File: src/rtl/core/lcdseq_pkg.sv
package lcdseq_pkg;

  // Operation codes carried in the operation field.
  localparam logic [2:0] OP_INIT = 3'd0;
  localparam logic [2:0] OP_CMD  = 3'd1;
  localparam logic [2:0] OP_DATA = 3'd2;
  localparam logic [2:0] OP_CURS = 3'd3;
  localparam logic [2:0] OP_TIME = 3'd4;

  // Highest index of the strobe sequence for each operation.
  localparam logic [3:0] LAST_INIT = 4'd13;
  localparam logic [3:0] LAST_TIME = 4'd11;
  localparam logic [3:0] LAST_BYTE = 4'd1;

  // Timing values in microseconds.
  localparam logic [17:0] WAIT_POWER_UP = 18'd200000;
  localparam logic [17:0] WAIT_HI_US    = 18'd20;
  localparam logic [15:0] WAIT_LONG_US  = 16'd50000;
  localparam logic [15:0] WAIT_MID_US   = 16'd10000;
  localparam logic [15:0] WAIT_CMD_US   = 16'd5000;
  localparam logic [15:0] WAIT_DATA_US  = 16'd10;

  localparam logic [7:0] ASCII_ZERO  = 8'h30;
  localparam logic [7:0] ASCII_COLON = 8'h3A;
  localparam logic [6:0] TIME_MAX    = 7'd99;
  localparam logic [6:0] TEN         = 7'd10;

  // Result of the shared decimal digit unit.
  typedef struct packed {
    logic       done;
    logic [3:0] tens;
    logic [3:0] ones;
  } div_res_t;

  // DDRAM base address of each display row.
  function automatic logic [7:0] row_base(input logic [1:0] row);
    logic [7:0] b;
    case (row)
      2'd0:    b = 8'h80;
      2'd1:    b = 8'hC0;
      2'd2:    b = 8'h94;
      default: b = 8'hD4;
    endcase
    return b;
  endfunction

  // Command bytes sent after the raw wake-up nibbles of init.
  function automatic logic [7:0] init_cmd(input logic [2:0] idx);
    logic [7:0] c;
    case (idx)
      3'd0:    c = 8'h01;
      3'd1:    c = 8'h06;
      3'd2:    c = 8'h0F;
      3'd3:    c = 8'h0E;
      default: c = 8'h0D;
    endcase
    return c;
  endfunction

endpackage

File: src/rtl/core/lcdseq_div10.sv
// Splits a value below 100 into its decimal tens and ones digits by
// subtracting ten once per cycle, at most nine iterations.
module lcdseq_div10
  import lcdseq_pkg::*;
(
  input  logic       clk,
  input  logic       rst,
  input  logic       start,
  input  logic [6:0] value,
  output div_res_t   res
);

  logic [6:0] rem;
  logic [3:0] quo;
  logic       busy;

  // Iterate until the remainder drops below ten.
  always_ff @(posedge clk) begin
    if (rst) begin
      busy <= 1'b0;
    end else if (start) begin
      busy <= 1'b1;
    end else if (busy && rem < TEN) begin
      busy <= 1'b0;
    end
  end

  always_ff @(posedge clk) begin
    if (start) begin
      rem <= value;
      quo <= 4'd0;
    end else if (busy && rem >= TEN) begin
      rem <= rem - TEN;
      quo <= quo + 4'd1;
    end
  end

  assign res.done = busy && (rem < TEN);
  assign res.tens = quo;
  assign res.ones = rem[3:0];

endmodule

File: src/rtl/core/char_lcd_nibble_write_sequencer_top.sv
// Character LCD strobe sequencer for a 4-bit bus. Each input transaction is
// one operation (init, command byte, data byte, set cursor, show time) and
// yields a run of output transactions, one per enable strobe, carrying RS,
// the bus nibble D7..D4 and the waits before and after the strobe in
// microseconds; tlast marks the final strobe of the operation. Unknown
// operation codes are taken and produce nothing. The block accepts one
// operation at a time. Once accepted, it issues one strobe per cycle while
// the output side is ready. Show time first converts minutes and seconds to
// decimal digits with a shared subtract-by-ten unit. Minutes and seconds
// above 99 show as 99.
module char_lcd_nibble_write_sequencer_top
  import lcdseq_pkg::*;
(
  input  logic        clk,
  input  logic        rst,
  input  logic        s_axis_tvalid,
  output logic        s_axis_tready,
  // [2:0] operation, [10:3] data_byte, [12:11] row, [18:13] col,
  // [25:19] minutes, [32:26] seconds, [39:33] zero
  input  logic [39:0] s_axis_tdata,
  output logic        m_axis_tvalid,
  input  logic        m_axis_tready,
  // [0] reg_select, [4:1] nibble, [22:5] wait_before_us,
  // [38:23] wait_after_us, [39] zero
  output logic [39:0] m_axis_tdata,
  output logic        m_axis_tlast
);

  localparam logic [1:0] ST_IDLE     = 2'd0;
  localparam logic [1:0] ST_CONV_MIN = 2'd1;
  localparam logic [1:0] ST_CONV_SEC = 2'd2;
  localparam logic [1:0] ST_EMIT     = 2'd3;

  logic [1:0] state;
  logic [3:0] step;
  logic [2:0] op;
  logic [7:0] byte_in;
  logic [7:0] addr;
  logic [6:0] sec_sat;
  logic [3:0] min_tens, min_ones, sec_tens, sec_ones;

  logic       in_accept;
  logic [2:0] in_op;
  logic [6:0] in_min, in_sec, in_min_sat, in_sec_sat;
  logic       div_start;
  logic [6:0] div_value;
  div_res_t   div_res;

  logic       load;
  logic [3:0] last_step;
  logic [2:0] byte_idx;
  logic [7:0] cur_byte;
  logic       cur_rs;
  logic [3:0] cur_nib;
  logic [17:0] cur_wb;
  logic [15:0] cur_wa;

  logic        out_rs;
  logic [3:0]  out_nib;
  logic [17:0] out_wb;
  logic [15:0] out_wa;

  // Input field extraction and saturation of the time fields.
  assign in_op      = s_axis_tdata[2:0];
  assign in_min     = s_axis_tdata[25:19];
  assign in_sec     = s_axis_tdata[32:26];
  assign in_min_sat = (in_min > TIME_MAX) ? TIME_MAX : in_min;
  assign in_sec_sat = (in_sec > TIME_MAX) ? TIME_MAX : in_sec;

  assign s_axis_tready = (state == ST_IDLE);
  assign in_accept     = s_axis_tvalid && s_axis_tready;

  // The digit unit runs for minutes first, then for seconds.
  assign div_start = (in_accept && in_op == OP_TIME) ||
                     (state == ST_CONV_MIN && div_res.done);
  assign div_value = (state == ST_CONV_MIN) ? sec_sat : in_min_sat;

  lcdseq_div10 u_div10 (
    .clk   (clk),
    .rst   (rst),
    .start (div_start),
    .value (div_value),
    .res   (div_res)
  );

  // Latch the operands of an accepted transaction.
  always_ff @(posedge clk) begin
    if (in_accept) begin
      op      <= in_op;
      byte_in <= s_axis_tdata[10:3];
      addr    <= row_base(s_axis_tdata[12:11]) + {2'b00, s_axis_tdata[18:13]};
      sec_sat <= in_sec_sat;
    end
    if (state == ST_CONV_MIN && div_res.done) begin
      min_tens <= div_res.tens;
      min_ones <= div_res.ones;
    end
    if (state == ST_CONV_SEC && div_res.done) begin
      sec_tens <= div_res.tens;
      sec_ones <= div_res.ones;
    end
  end

  // Index of the final strobe for the current operation.
  always_comb begin
    case (op)
      OP_INIT: last_step = LAST_INIT;
      OP_TIME: last_step = LAST_TIME;
      default: last_step = LAST_BYTE;
    endcase
  end

  // Pick the byte being sent and its RS level.
  always_comb begin
    byte_idx = (op == OP_INIT) ? (step[3:1] - 3'd2) : step[3:1];
    cur_rs   = 1'b0;
    cur_byte = addr;
    case (op)
      OP_INIT: cur_byte = init_cmd(byte_idx);
      OP_CMD:  cur_byte = byte_in;
      OP_DATA: begin
        cur_byte = byte_in;
        cur_rs   = 1'b1;
      end
      OP_TIME: begin
        cur_rs = (byte_idx != 3'd0);
        case (byte_idx)
          3'd0:    cur_byte = addr;
          3'd1:    cur_byte = ASCII_ZERO | {4'h0, min_tens};
          3'd2:    cur_byte = ASCII_ZERO | {4'h0, min_ones};
          3'd3:    cur_byte = ASCII_COLON;
          3'd4:    cur_byte = ASCII_ZERO | {4'h0, sec_tens};
          default: cur_byte = ASCII_ZERO | {4'h0, sec_ones};
        endcase
      end
      default: cur_byte = addr;
    endcase
  end

  // Nibble and waits of the current strobe.
  always_comb begin
    if (op == OP_INIT && step < 4'd4) begin
      cur_nib = (step == 4'd3) ? 4'h2 : 4'h3;
      cur_wb  = (step == 4'd0) ? WAIT_POWER_UP : 18'd0;
      cur_wa  = (step < 4'd2) ? WAIT_LONG_US : WAIT_MID_US;
    end else if (!step[0]) begin
      cur_nib = cur_byte[7:4];
      cur_wb  = WAIT_HI_US;
      cur_wa  = 16'd0;
    end else begin
      cur_nib = cur_byte[3:0];
      cur_wb  = 18'd0;
      cur_wa  = cur_rs ? WAIT_DATA_US : WAIT_CMD_US;
    end
  end

  assign load = (state == ST_EMIT) && (!m_axis_tvalid || m_axis_tready);

  // Sequencer.
  always_ff @(posedge clk) begin
    if (rst) begin
      state <= ST_IDLE;
      step  <= 4'd0;
    end else begin
      unique case (state)
        ST_IDLE: begin
          step <= 4'd0;
          if (in_accept) begin
            if (in_op == OP_TIME) begin
              state <= ST_CONV_MIN;
            end else if (in_op == OP_INIT || in_op == OP_CMD ||
                         in_op == OP_DATA || in_op == OP_CURS) begin
              state <= ST_EMIT;
            end
          end
        end
        ST_CONV_MIN: begin
          if (div_res.done) begin
            state <= ST_CONV_SEC;
          end
        end
        ST_CONV_SEC: begin
          if (div_res.done) begin
            state <= ST_EMIT;
          end
        end
        ST_EMIT: begin
          if (load) begin
            step <= step + 4'd1;
            if (step == last_step) begin
              state <= ST_IDLE;
            end
          end
        end
        default: state <= ST_IDLE;
      endcase
    end
  end

  // Output register.
  always_ff @(posedge clk) begin
    if (rst) begin
      m_axis_tvalid <= 1'b0;
    end else if (load) begin
      m_axis_tvalid <= 1'b1;
    end else if (m_axis_tready) begin
      m_axis_tvalid <= 1'b0;
    end
  end

  always_ff @(posedge clk) begin
    if (load) begin
      out_rs       <= cur_rs;
      out_nib      <= cur_nib;
      out_wb       <= cur_wb;
      out_wa       <= cur_wa;
      m_axis_tlast <= (step == last_step);
    end
  end

  assign m_axis_tdata = {1'b0, out_wa, out_wb, out_nib, out_rs};

  // The strobe index never runs past the longest sequence.
  a_step_range: assert property (@(posedge clk) disable iff (rst)
    (state == ST_EMIT) |-> (step <= LAST_INIT))
    else $error("strobe index out of range");

  // Digits from the shared unit are decimal.
  a_digits: assert property (@(posedge clk) disable iff (rst)
    div_res.done |-> (div_res.tens <= 4'd9 && div_res.ones <= 4'd9))
    else $error("digit unit produced a non-decimal digit");

  // No new transaction is taken while digits are being converted.
  a_conv_busy: assert property (@(posedge clk) disable iff (rst)
    (state == ST_CONV_MIN || state == ST_CONV_SEC) |-> !s_axis_tready)
    else $error("input accepted during digit conversion");

endmodule

File: config.mk
export PLATFORM = sky130hd
export DESIGN_NAME = char_lcd_nibble_write_sequencer_top
export DESIGN_NICKNAME = d
export VERILOG_FILES = /design/src/rtl/core/lcdseq_pkg.sv /design/src/rtl/core/lcdseq_div10.sv /design/src/rtl/core/char_lcd_nibble_write_sequencer_top.sv
export SDC_FILE = /design/constraint.sdc
export NUM_CORES = 1
export LEC_CHECK = 0
export BUFFER_PORTS_ARGS = -buffer_cell sky130_fd_sc_hd__buf_2
export CORE_MARGIN = 2
export CORE_UTILIZATION = 40
export DETAILED_ROUTE_END_ITERATION = 16
export REMOVE_ABC_BUFFERS = 1
export SYNTH_ARGS = -nofsm -noshare
export SYNTH_HDL_FRONTEND = slang
export SYNTH_SLANG_ARGS = --single-unit
File: constraint.sdc
create_clock -name clk -period 3.9 [get_ports clk]
set_input_delay 0.195 -clock clk [delete_from_list [all_inputs] [get_ports clk]]
set_output_delay 0.195 -clock clk [all_outputs]
set_load 0.02 [all_outputs]
Yosys cells after proc, flatten, opt, wreduce, memory -nomap -nowiden
Cells that the tools add are included.
- equality and inequality tests: 24
- reduce and logical (&&, ||, !) cells: 28
- $lt $le $gt $ge: 6
- mux-type cells: 36
- add/sub/neg operators: 5
- operator list (operator ; number):
    $pmux W8 S5 ; 1
    $mux W18 ; 2
    $mux W16 ; 2
    $mux W7 ; 4
    $mux W13 ; 2
    $pmux W8 S3 ; 1
    $pmux W7 S3 ; 1
    $pmux W4 S2 ; 2
    $pmux W4 S4 ; 1
    $eq A3 B2 Y1 const B ; 5
    $gt A7 B7 Y1 const B ; 2
    $mux W2 ; 7
    $mux W4 ; 3
    $eq A3 B1 Y1 const B ; 3
    $eq A3 B3 Y1 const B ; 3
    $logic_not A3 Y1 ; 3
    $add A4 B1 Y4 const B ; 2
    $add A8 B6 Y8 ; 1
    $logic_and A1 B1 Y1 ; 8
    $mux W8 ; 1
    $pmux W2 S4 ; 1
    $reduce_bool A2 Y1 ; 4
    $ge A7 B4 Y1 const B ; 1
    $lt A7 B4 Y1 const B ; 1
    23 further kinds ; 38
- output and inout bits: 43
- word-level logic and storage cells: 118
- register bits: 101
- input port bits: 44

Depth between registers and ports, before layout
- depth in word-level cells: 8
- depth in mapped cells: 9
- depth with buffers taken out: 8

Cells and area by module
A second synthesis with hierarchy kept.
- cells, all modules: 398
- area total of the unflattened synthesis: 4241.6 um^2
- modules (own cells, without submodules) (module ; instances ; area each (um^2) ; sequential area each (um^2) ; cells an instance):
    char_lcd_nibble_write_sequencer_top ; 1 ; 3462.1 ; 1851.8 ; 311
    lcdseq_div10 ; 1 ; 779.5 ; 310.3 ; 87

Least setup slack after synthesis
Ideal clock, no wire load.
- path kind: reg2reg
- start: register state[1]
- end: register u_div10.rem[1], enable pin
- buffers on the path: 2
- data arrival time: 2.443 ns
- stages on the path, launching flop included: 9
- data required time: 3.582 ns
- clock period less this slack: 2.761 ns
- setup time: 0.318 ns
- slack: 1.139 ns
- cell sequence: dfxtp_1 inv_1 ha_1 buf_2 inv_1 nor4_1 nor2_1 clkbuf_1 nand2_1
- longest elaborated chain between the ends: 5
- elaborated cells on any way between the ends: 7
- those cells by class: 1 x eq/ne; 6 x reduce/logical
- RTL lines (element ; RTL line ; RTL):
    start, declared ; char_lcd_nibble_write_sequencer_top.sv:34 ; logic [1:0] state;
    start signal, assigned ; char_lcd_nibble_write_sequencer_top.sv:162 ; state <= ST_IDLE;
    start signal, assigned ; char_lcd_nibble_write_sequencer_top.sv:170 ; state <= ST_CONV_MIN;
    start signal, assigned ; char_lcd_nibble_write_sequencer_top.sv:173 ; state <= ST_EMIT;
    $logic_not A2 Y1 ; char_lcd_nibble_write_sequencer_top.sv:70 ; assign s_axis_tready = (state == ST_IDLE);
    $logic_and A1 B1 Y1 ; char_lcd_nibble_write_sequencer_top.sv:71 ; assign in_accept = s_axis_tvalid && s_axis_tready;
    $logic_and A1 B1 Y1 ; char_lcd_nibble_write_sequencer_top.sv:74 ; assign div_start = (in_accept && in_op == OP_TIME) ||
    $logic_or A1 B1 Y1 * ; char_lcd_nibble_write_sequencer_top.sv:74 ;
    $reduce_bool A2 Y1 (no source line) * ; - ;
    end signal, assigned ; lcdseq_div10.sv:30 ; rem <= value;
    end signal, assigned ; lcdseq_div10.sv:33 ; rem <= rem - TEN;
    end, declared ; lcdseq_div10.sv:13 ; logic [6:0] rem;
Every way passes the cells marked *; elsewhere a longest branch is shown, timed or not.
A chain may end at the register's enable or synchronous reset.

Worst setup path after layout
- start: register step[3]
- end: register out_nib[1], data pin
- longest elaborated chain between the ends: 7
- elaborated cells on any way between the ends: 14
- those cells by class: 1 x add/sub; 1 x order compare; 4 x eq/ne; 6 x mux; 2 x reduce/logical
- RTL lines (element ; RTL line ; RTL):
    start, declared ; char_lcd_nibble_write_sequencer_top.sv:35 ; logic [3:0] step;
    start signal, assigned ; char_lcd_nibble_write_sequencer_top.sv:189 ; step <= step + 4'd1;
    $sub A3 B2 Y3 ; char_lcd_nibble_write_sequencer_top.sv:115 ; byte_idx = (op == OP_INIT) ? (step[3:1] - 3'd2) : step[3:1];
    $mux W3 ; char_lcd_nibble_write_sequencer_top.sv:115 ;
    $eq A3 B3 Y1, or another cell as far along ; char_lcd_nibble_write_sequencer_top.sv:127 ; case (byte_idx)
    $pmux W8 S5 / $pmux W4 S4 (equally long branches) ; char_lcd_nibble_write_sequencer_top.sv:127, lcdseq_pkg.sv:50 ;
    $pmux W8 S3 ; char_lcd_nibble_write_sequencer_top.sv:118 ; case (op)
    $mux W4 ; char_lcd_nibble_write_sequencer_top.sv:146 ; end else if (!step[0]) begin
    $mux W4 * ; char_lcd_nibble_write_sequencer_top.sv:142 ; if (op == OP_INIT && step < 4'd4) begin
    end signal, assigned ; char_lcd_nibble_write_sequencer_top.sv:214 ; out_nib <= cur_nib;
    end, declared ; char_lcd_nibble_write_sequencer_top.sv:59 ; logic [3:0] out_nib;
Marks and branches as above.

==> results <==
- The flow ran to the end, and the final reports show no timing, DRC or antenna violations.
- The hold violation count in the final report is 0.
- Dividing the detail-routed wire length by the instance count gives 14.6 µm.
- At the worst endpoint, the required time is 3.99 ns.
- In the finished design, the share of the clock period the worst path needs comes to 0.743.
- The worst setup skew after layout is 0.0118 ns.
- The final weighted congestion of routability-driven global placement is 0.857.
- The total clock buffers created by CTS is 9.
- The capturing element type of the critical path is a flip-flop.
- The finished layout cell area is 0.00455 mm².
- In the routed design, unresolved DRC markers number 0.
- VDD sags by at most 0.000226 V.
- The chip width is 105 µm.
- The core footprint is 0.00986 mm².
- Leaving out filler cells and counting taps, the final layout contains 563.
- Clock-pin slew was measured on the worst setup and hold paths at 0.08 ns.
- The worst setup path is of the flip-flop to flip-flop kind.
- The dominant delay contributor by cell family on the critical path is simple AND/OR/NAND/NOR gates.
- In the global route stage, overall resource usage came out at 0.154.
- Setup repair after global routing left no endpoint under its margin.
- The number of flops mapped to enable cells by yosys is 64.
- The initial antenna violation count is 0.
- For this block, the initial DRC count from the detailed router was 139.
- Row generation in the floorplan step produced 36 rows.
- The clock passes through at most 2 buffers.
- The primary flip-flop cell chosen by synthesis mapping is sky130_fd_sc_hd__edfxtp_1.
- The die is 105 µm tall.
- The number of top-level pins is 87.
- The number of different library cells used by synthesis comes to 61.
- Max-cap violations in this run came to 0.
- For this run, the top clock speed supported by timing is 0.345 GHz.
- TritonCTS built the clock tree.
- The delay of the slowest cell on the worst path is 0.63 ns.
- Of the cells placed in the final design, the portion with a size suffix greater than 1 is 0.216.
- The die covers 0.0110 mm².
- The number of optimization iterations in the first detailed-route pass is 5.
- The root buffer cell is sky130_fd_sc_hd__clkbuf_8.
- The number of buffers and inverters on the critical path is 1.
- The critical path goes through inv_1 -> ha_1 -> or4b_1 -> o21ai_1 -> nand3b_1 -> a31oi_1 -> o31a_1.
- The remaining antenna violation count after routing is 0.
- The H-tree was split into 3 levels.
- The power density over the cells is 482 mW/mm².
- Synthesis produced 379 cells.
- The first global-routing pass estimated 13400 µm of wire.
- The via density per instance is 5.25.
- The net count of the finished layout is 482.
- The post-synthesis sequential area ratio is 0.529.
- The clock net in this run drives a total of 76 sinks.
- The port buffer count is 64.
- The placed cell area is 0.00437 mm².
- The aggregate global routing overflow is 0.
- For the pin with the worst max-slew slack, the measured transition is 0.773 ns.
- In this run the post-CTS setup repair buffer count came out at 0.
- Counting flops with an async set or reset pin after synthesis yields a share of 0.
- Setup violations remaining at the end of the flow were counted as 0.
- The number of antenna cells inserted is 0.
- The aggregate routed wire length is 8240 µm.
- The total of flip-flops plus latches after synthesis is 76.
- Among all stages on the critical path, the largest delay is contributed by sky130_fd_sc_hd__dfxtp_1.
- In the layout the commonest cells are sky130_fd_sc_hd__edfxtp_1 (64), sky130_fd_sc_hd__buf_2 (64), sky130_fd_sc_hd__nor2_1 (28), sky130_fd_sc_hd__nand2_1 (26), sky130_fd_sc_hd__o21ai_0 (22).
- The minimum clock period after layout is 2.90 ns.
- Including well taps, the total number of placed cells is 546.
- The average cell area after synthesis is 10.8 µm².
- The source-to-sink clock delay at the later pin of the worst-skew pair is 0.35 ns.
- The worst setup path is launched from a flip-flop.
- The critical-path maximum fanout is 14.
- The max-slew violation count is 0.
- The number of buffers added to fix hold violations after cts is 0.
- The initial core utilization is 0.415.
- Summing every instance area after synthesis gives 0.00409 mm².
- The post-CTS resize count is 0.
- The leakage dissipation is 1.76 nW.
- The min-delay analysis places its worst path in the category input port to flip-flop.
- Compared with the post-synthesis result, the final layout area differs by 11.3%.
- The post-route setup TNS is 0 ns.
- The relative slew slack is 0.484.
- The number of global-route vias before repair is 2749.
- Data on the critical path arrives at its endpoint at 2.99 ns.
- The placed wire-length estimate after detailed placement is 6150 µm.
- Entering global routing, the biggest net connects 28 pins.
- The final route contains 2954 vias.
- The total of warnings raised by yosys is 0.
## cells in the mapped netlist (6+ instances only)
| cell type | number | area share |
|---|---|---|
| sky130_fd_sc_hd__ha_1 | 13 | 0.040 |
| sky130_fd_sc_hd__buf_4 | 27 | 0.050 |
| sky130_fd_sc_hd__inv_1 | 14 | 0.013 |
| sky130_fd_sc_hd__o21ai_0 | 22 | 0.027 |
| sky130_fd_sc_hd__and2_1 | 6 | 0.0092 |
| sky130_fd_sc_hd__nand2b_1 | 10 | 0.015 |
| sky130_fd_sc_hd__and3_1 | 14 | 0.021 |
| sky130_fd_sc_hd__nand3_1 | 9 | 0.011 |
| sky130_fd_sc_hd__edfxtp_1 | 64 | 0.47 |
| sky130_fd_sc_hd__buf_2 | 6 | 0.0073 |
| sky130_fd_sc_hd__nor2_1 | 28 | 0.026 |
| sky130_fd_sc_hd__xnor2_1 | 6 | 0.013 |
| sky130_fd_sc_hd__nand2_1 | 26 | 0.024 |
| sky130_fd_sc_hd__a21oi_1 | 14 | 0.017 |
| sky130_fd_sc_hd__clkbuf_1 | 14 | 0.013 |
| sky130_fd_sc_hd__dfxtp_1 | 12 | 0.059 |
## final timing paths
| check | endpoint | startpoint | slack (ns) | cells after the start |
|---|---|---|---|---|
| worst max register to register | out_nib[1]$_SDFFCE_PP1P_ | step[3]$_SDFFE_PP0P_ | 1.00 | 7 |
| worst min-delay path | byte_in[4]$_DFFE_PP_ | s_axis_tdata[7] | 0.02 | 1 |
| worst max-delay path | out_nib[1]$_SDFFCE_PP1P_ | step[3]$_SDFFE_PP0P_ | 1.00 | 7 |
| worst min register to register | sec_tens[3]$_DFFE_PP_ | u_div10.quo[3]$_SDFFE_PN0P_ | 0.49 | 0 |
## power by group
group / switching, mW / internal (mW)
Combinational: 0.335 / 0.210
Clock: 0.297 / 0.235
Sequential: 0.0878 / 1.03
Total: 0.720 / 1.48
## layout make-up
cell class,instances,area [µm²]
Inverter,14,52.6
Multi-Input combinational cell,254,1630
Clock buffer,10,128
Timing Repair Buffer,70,368
Tap cell,133,166
Sequential cell,76,2160
Fill cell,933,5310
Clock inverter,6,47.5
## through the flow
stage	hold WS [ns]	worst slack [ns]	utilization	total power, mW
after global routing	0.000510	0.892	0.461	2.32
after detailed placement	0.373	1.06	0.443	1.68
after global placement	0.372	1.09	0.443	1.66
after floorplan	0.264	1.07	-	1.50
after CTS	0.00209	1.04	0.460	2.22
final	0.0209	1.00	0.461	2.20
## flip-flops by register name, summed over array words and instances, names as in the netlist, 7 cells and up
register	count
u_div10.rem	7
byte_in	8
addr	8
sec_sat	7
out_wa	7
## worst reg2reg max path, stage by stage, from the launching register on
cell and delay (ns):
sky130_fd_sc_hd__dfxtp_1 0.63, sky130_fd_sc_hd__inv_1 0.17, sky130_fd_sc_hd__ha_1 0.47, sky130_fd_sc_hd__or4b_1 0.51
sky130_fd_sc_hd__o21ai_1 0.30, sky130_fd_sc_hd__nand3b_1 0.18, sky130_fd_sc_hd__a31oi_1 0.11, sky130_fd_sc_hd__o31a_1 0.27
## cells by family (layout without fill, tap and decap cells)
kind of cell,after synthesis,after routing,synth area share
other cells,1,15,0.000917
xor+xnor,11,11,0.0236
simple gates,123,123,0.158
flops,76,76,0.529
buf+inv,63,100,0.0863
mux,6,6,0.0181
fa+ha+maj,13,13,0.0398
compound gates,86,86,0.145
## routing by layer
layer,track usage,part of all wire,vias to the layer above
li1,-,-,1448
met1,0.202,0.44,1381
met2,0.245,0.49,121
met3,0.0424,0.069,4
met4,0.0543,0.0046,0
met5,0,0,-
(Power assumes the default switching activity.)
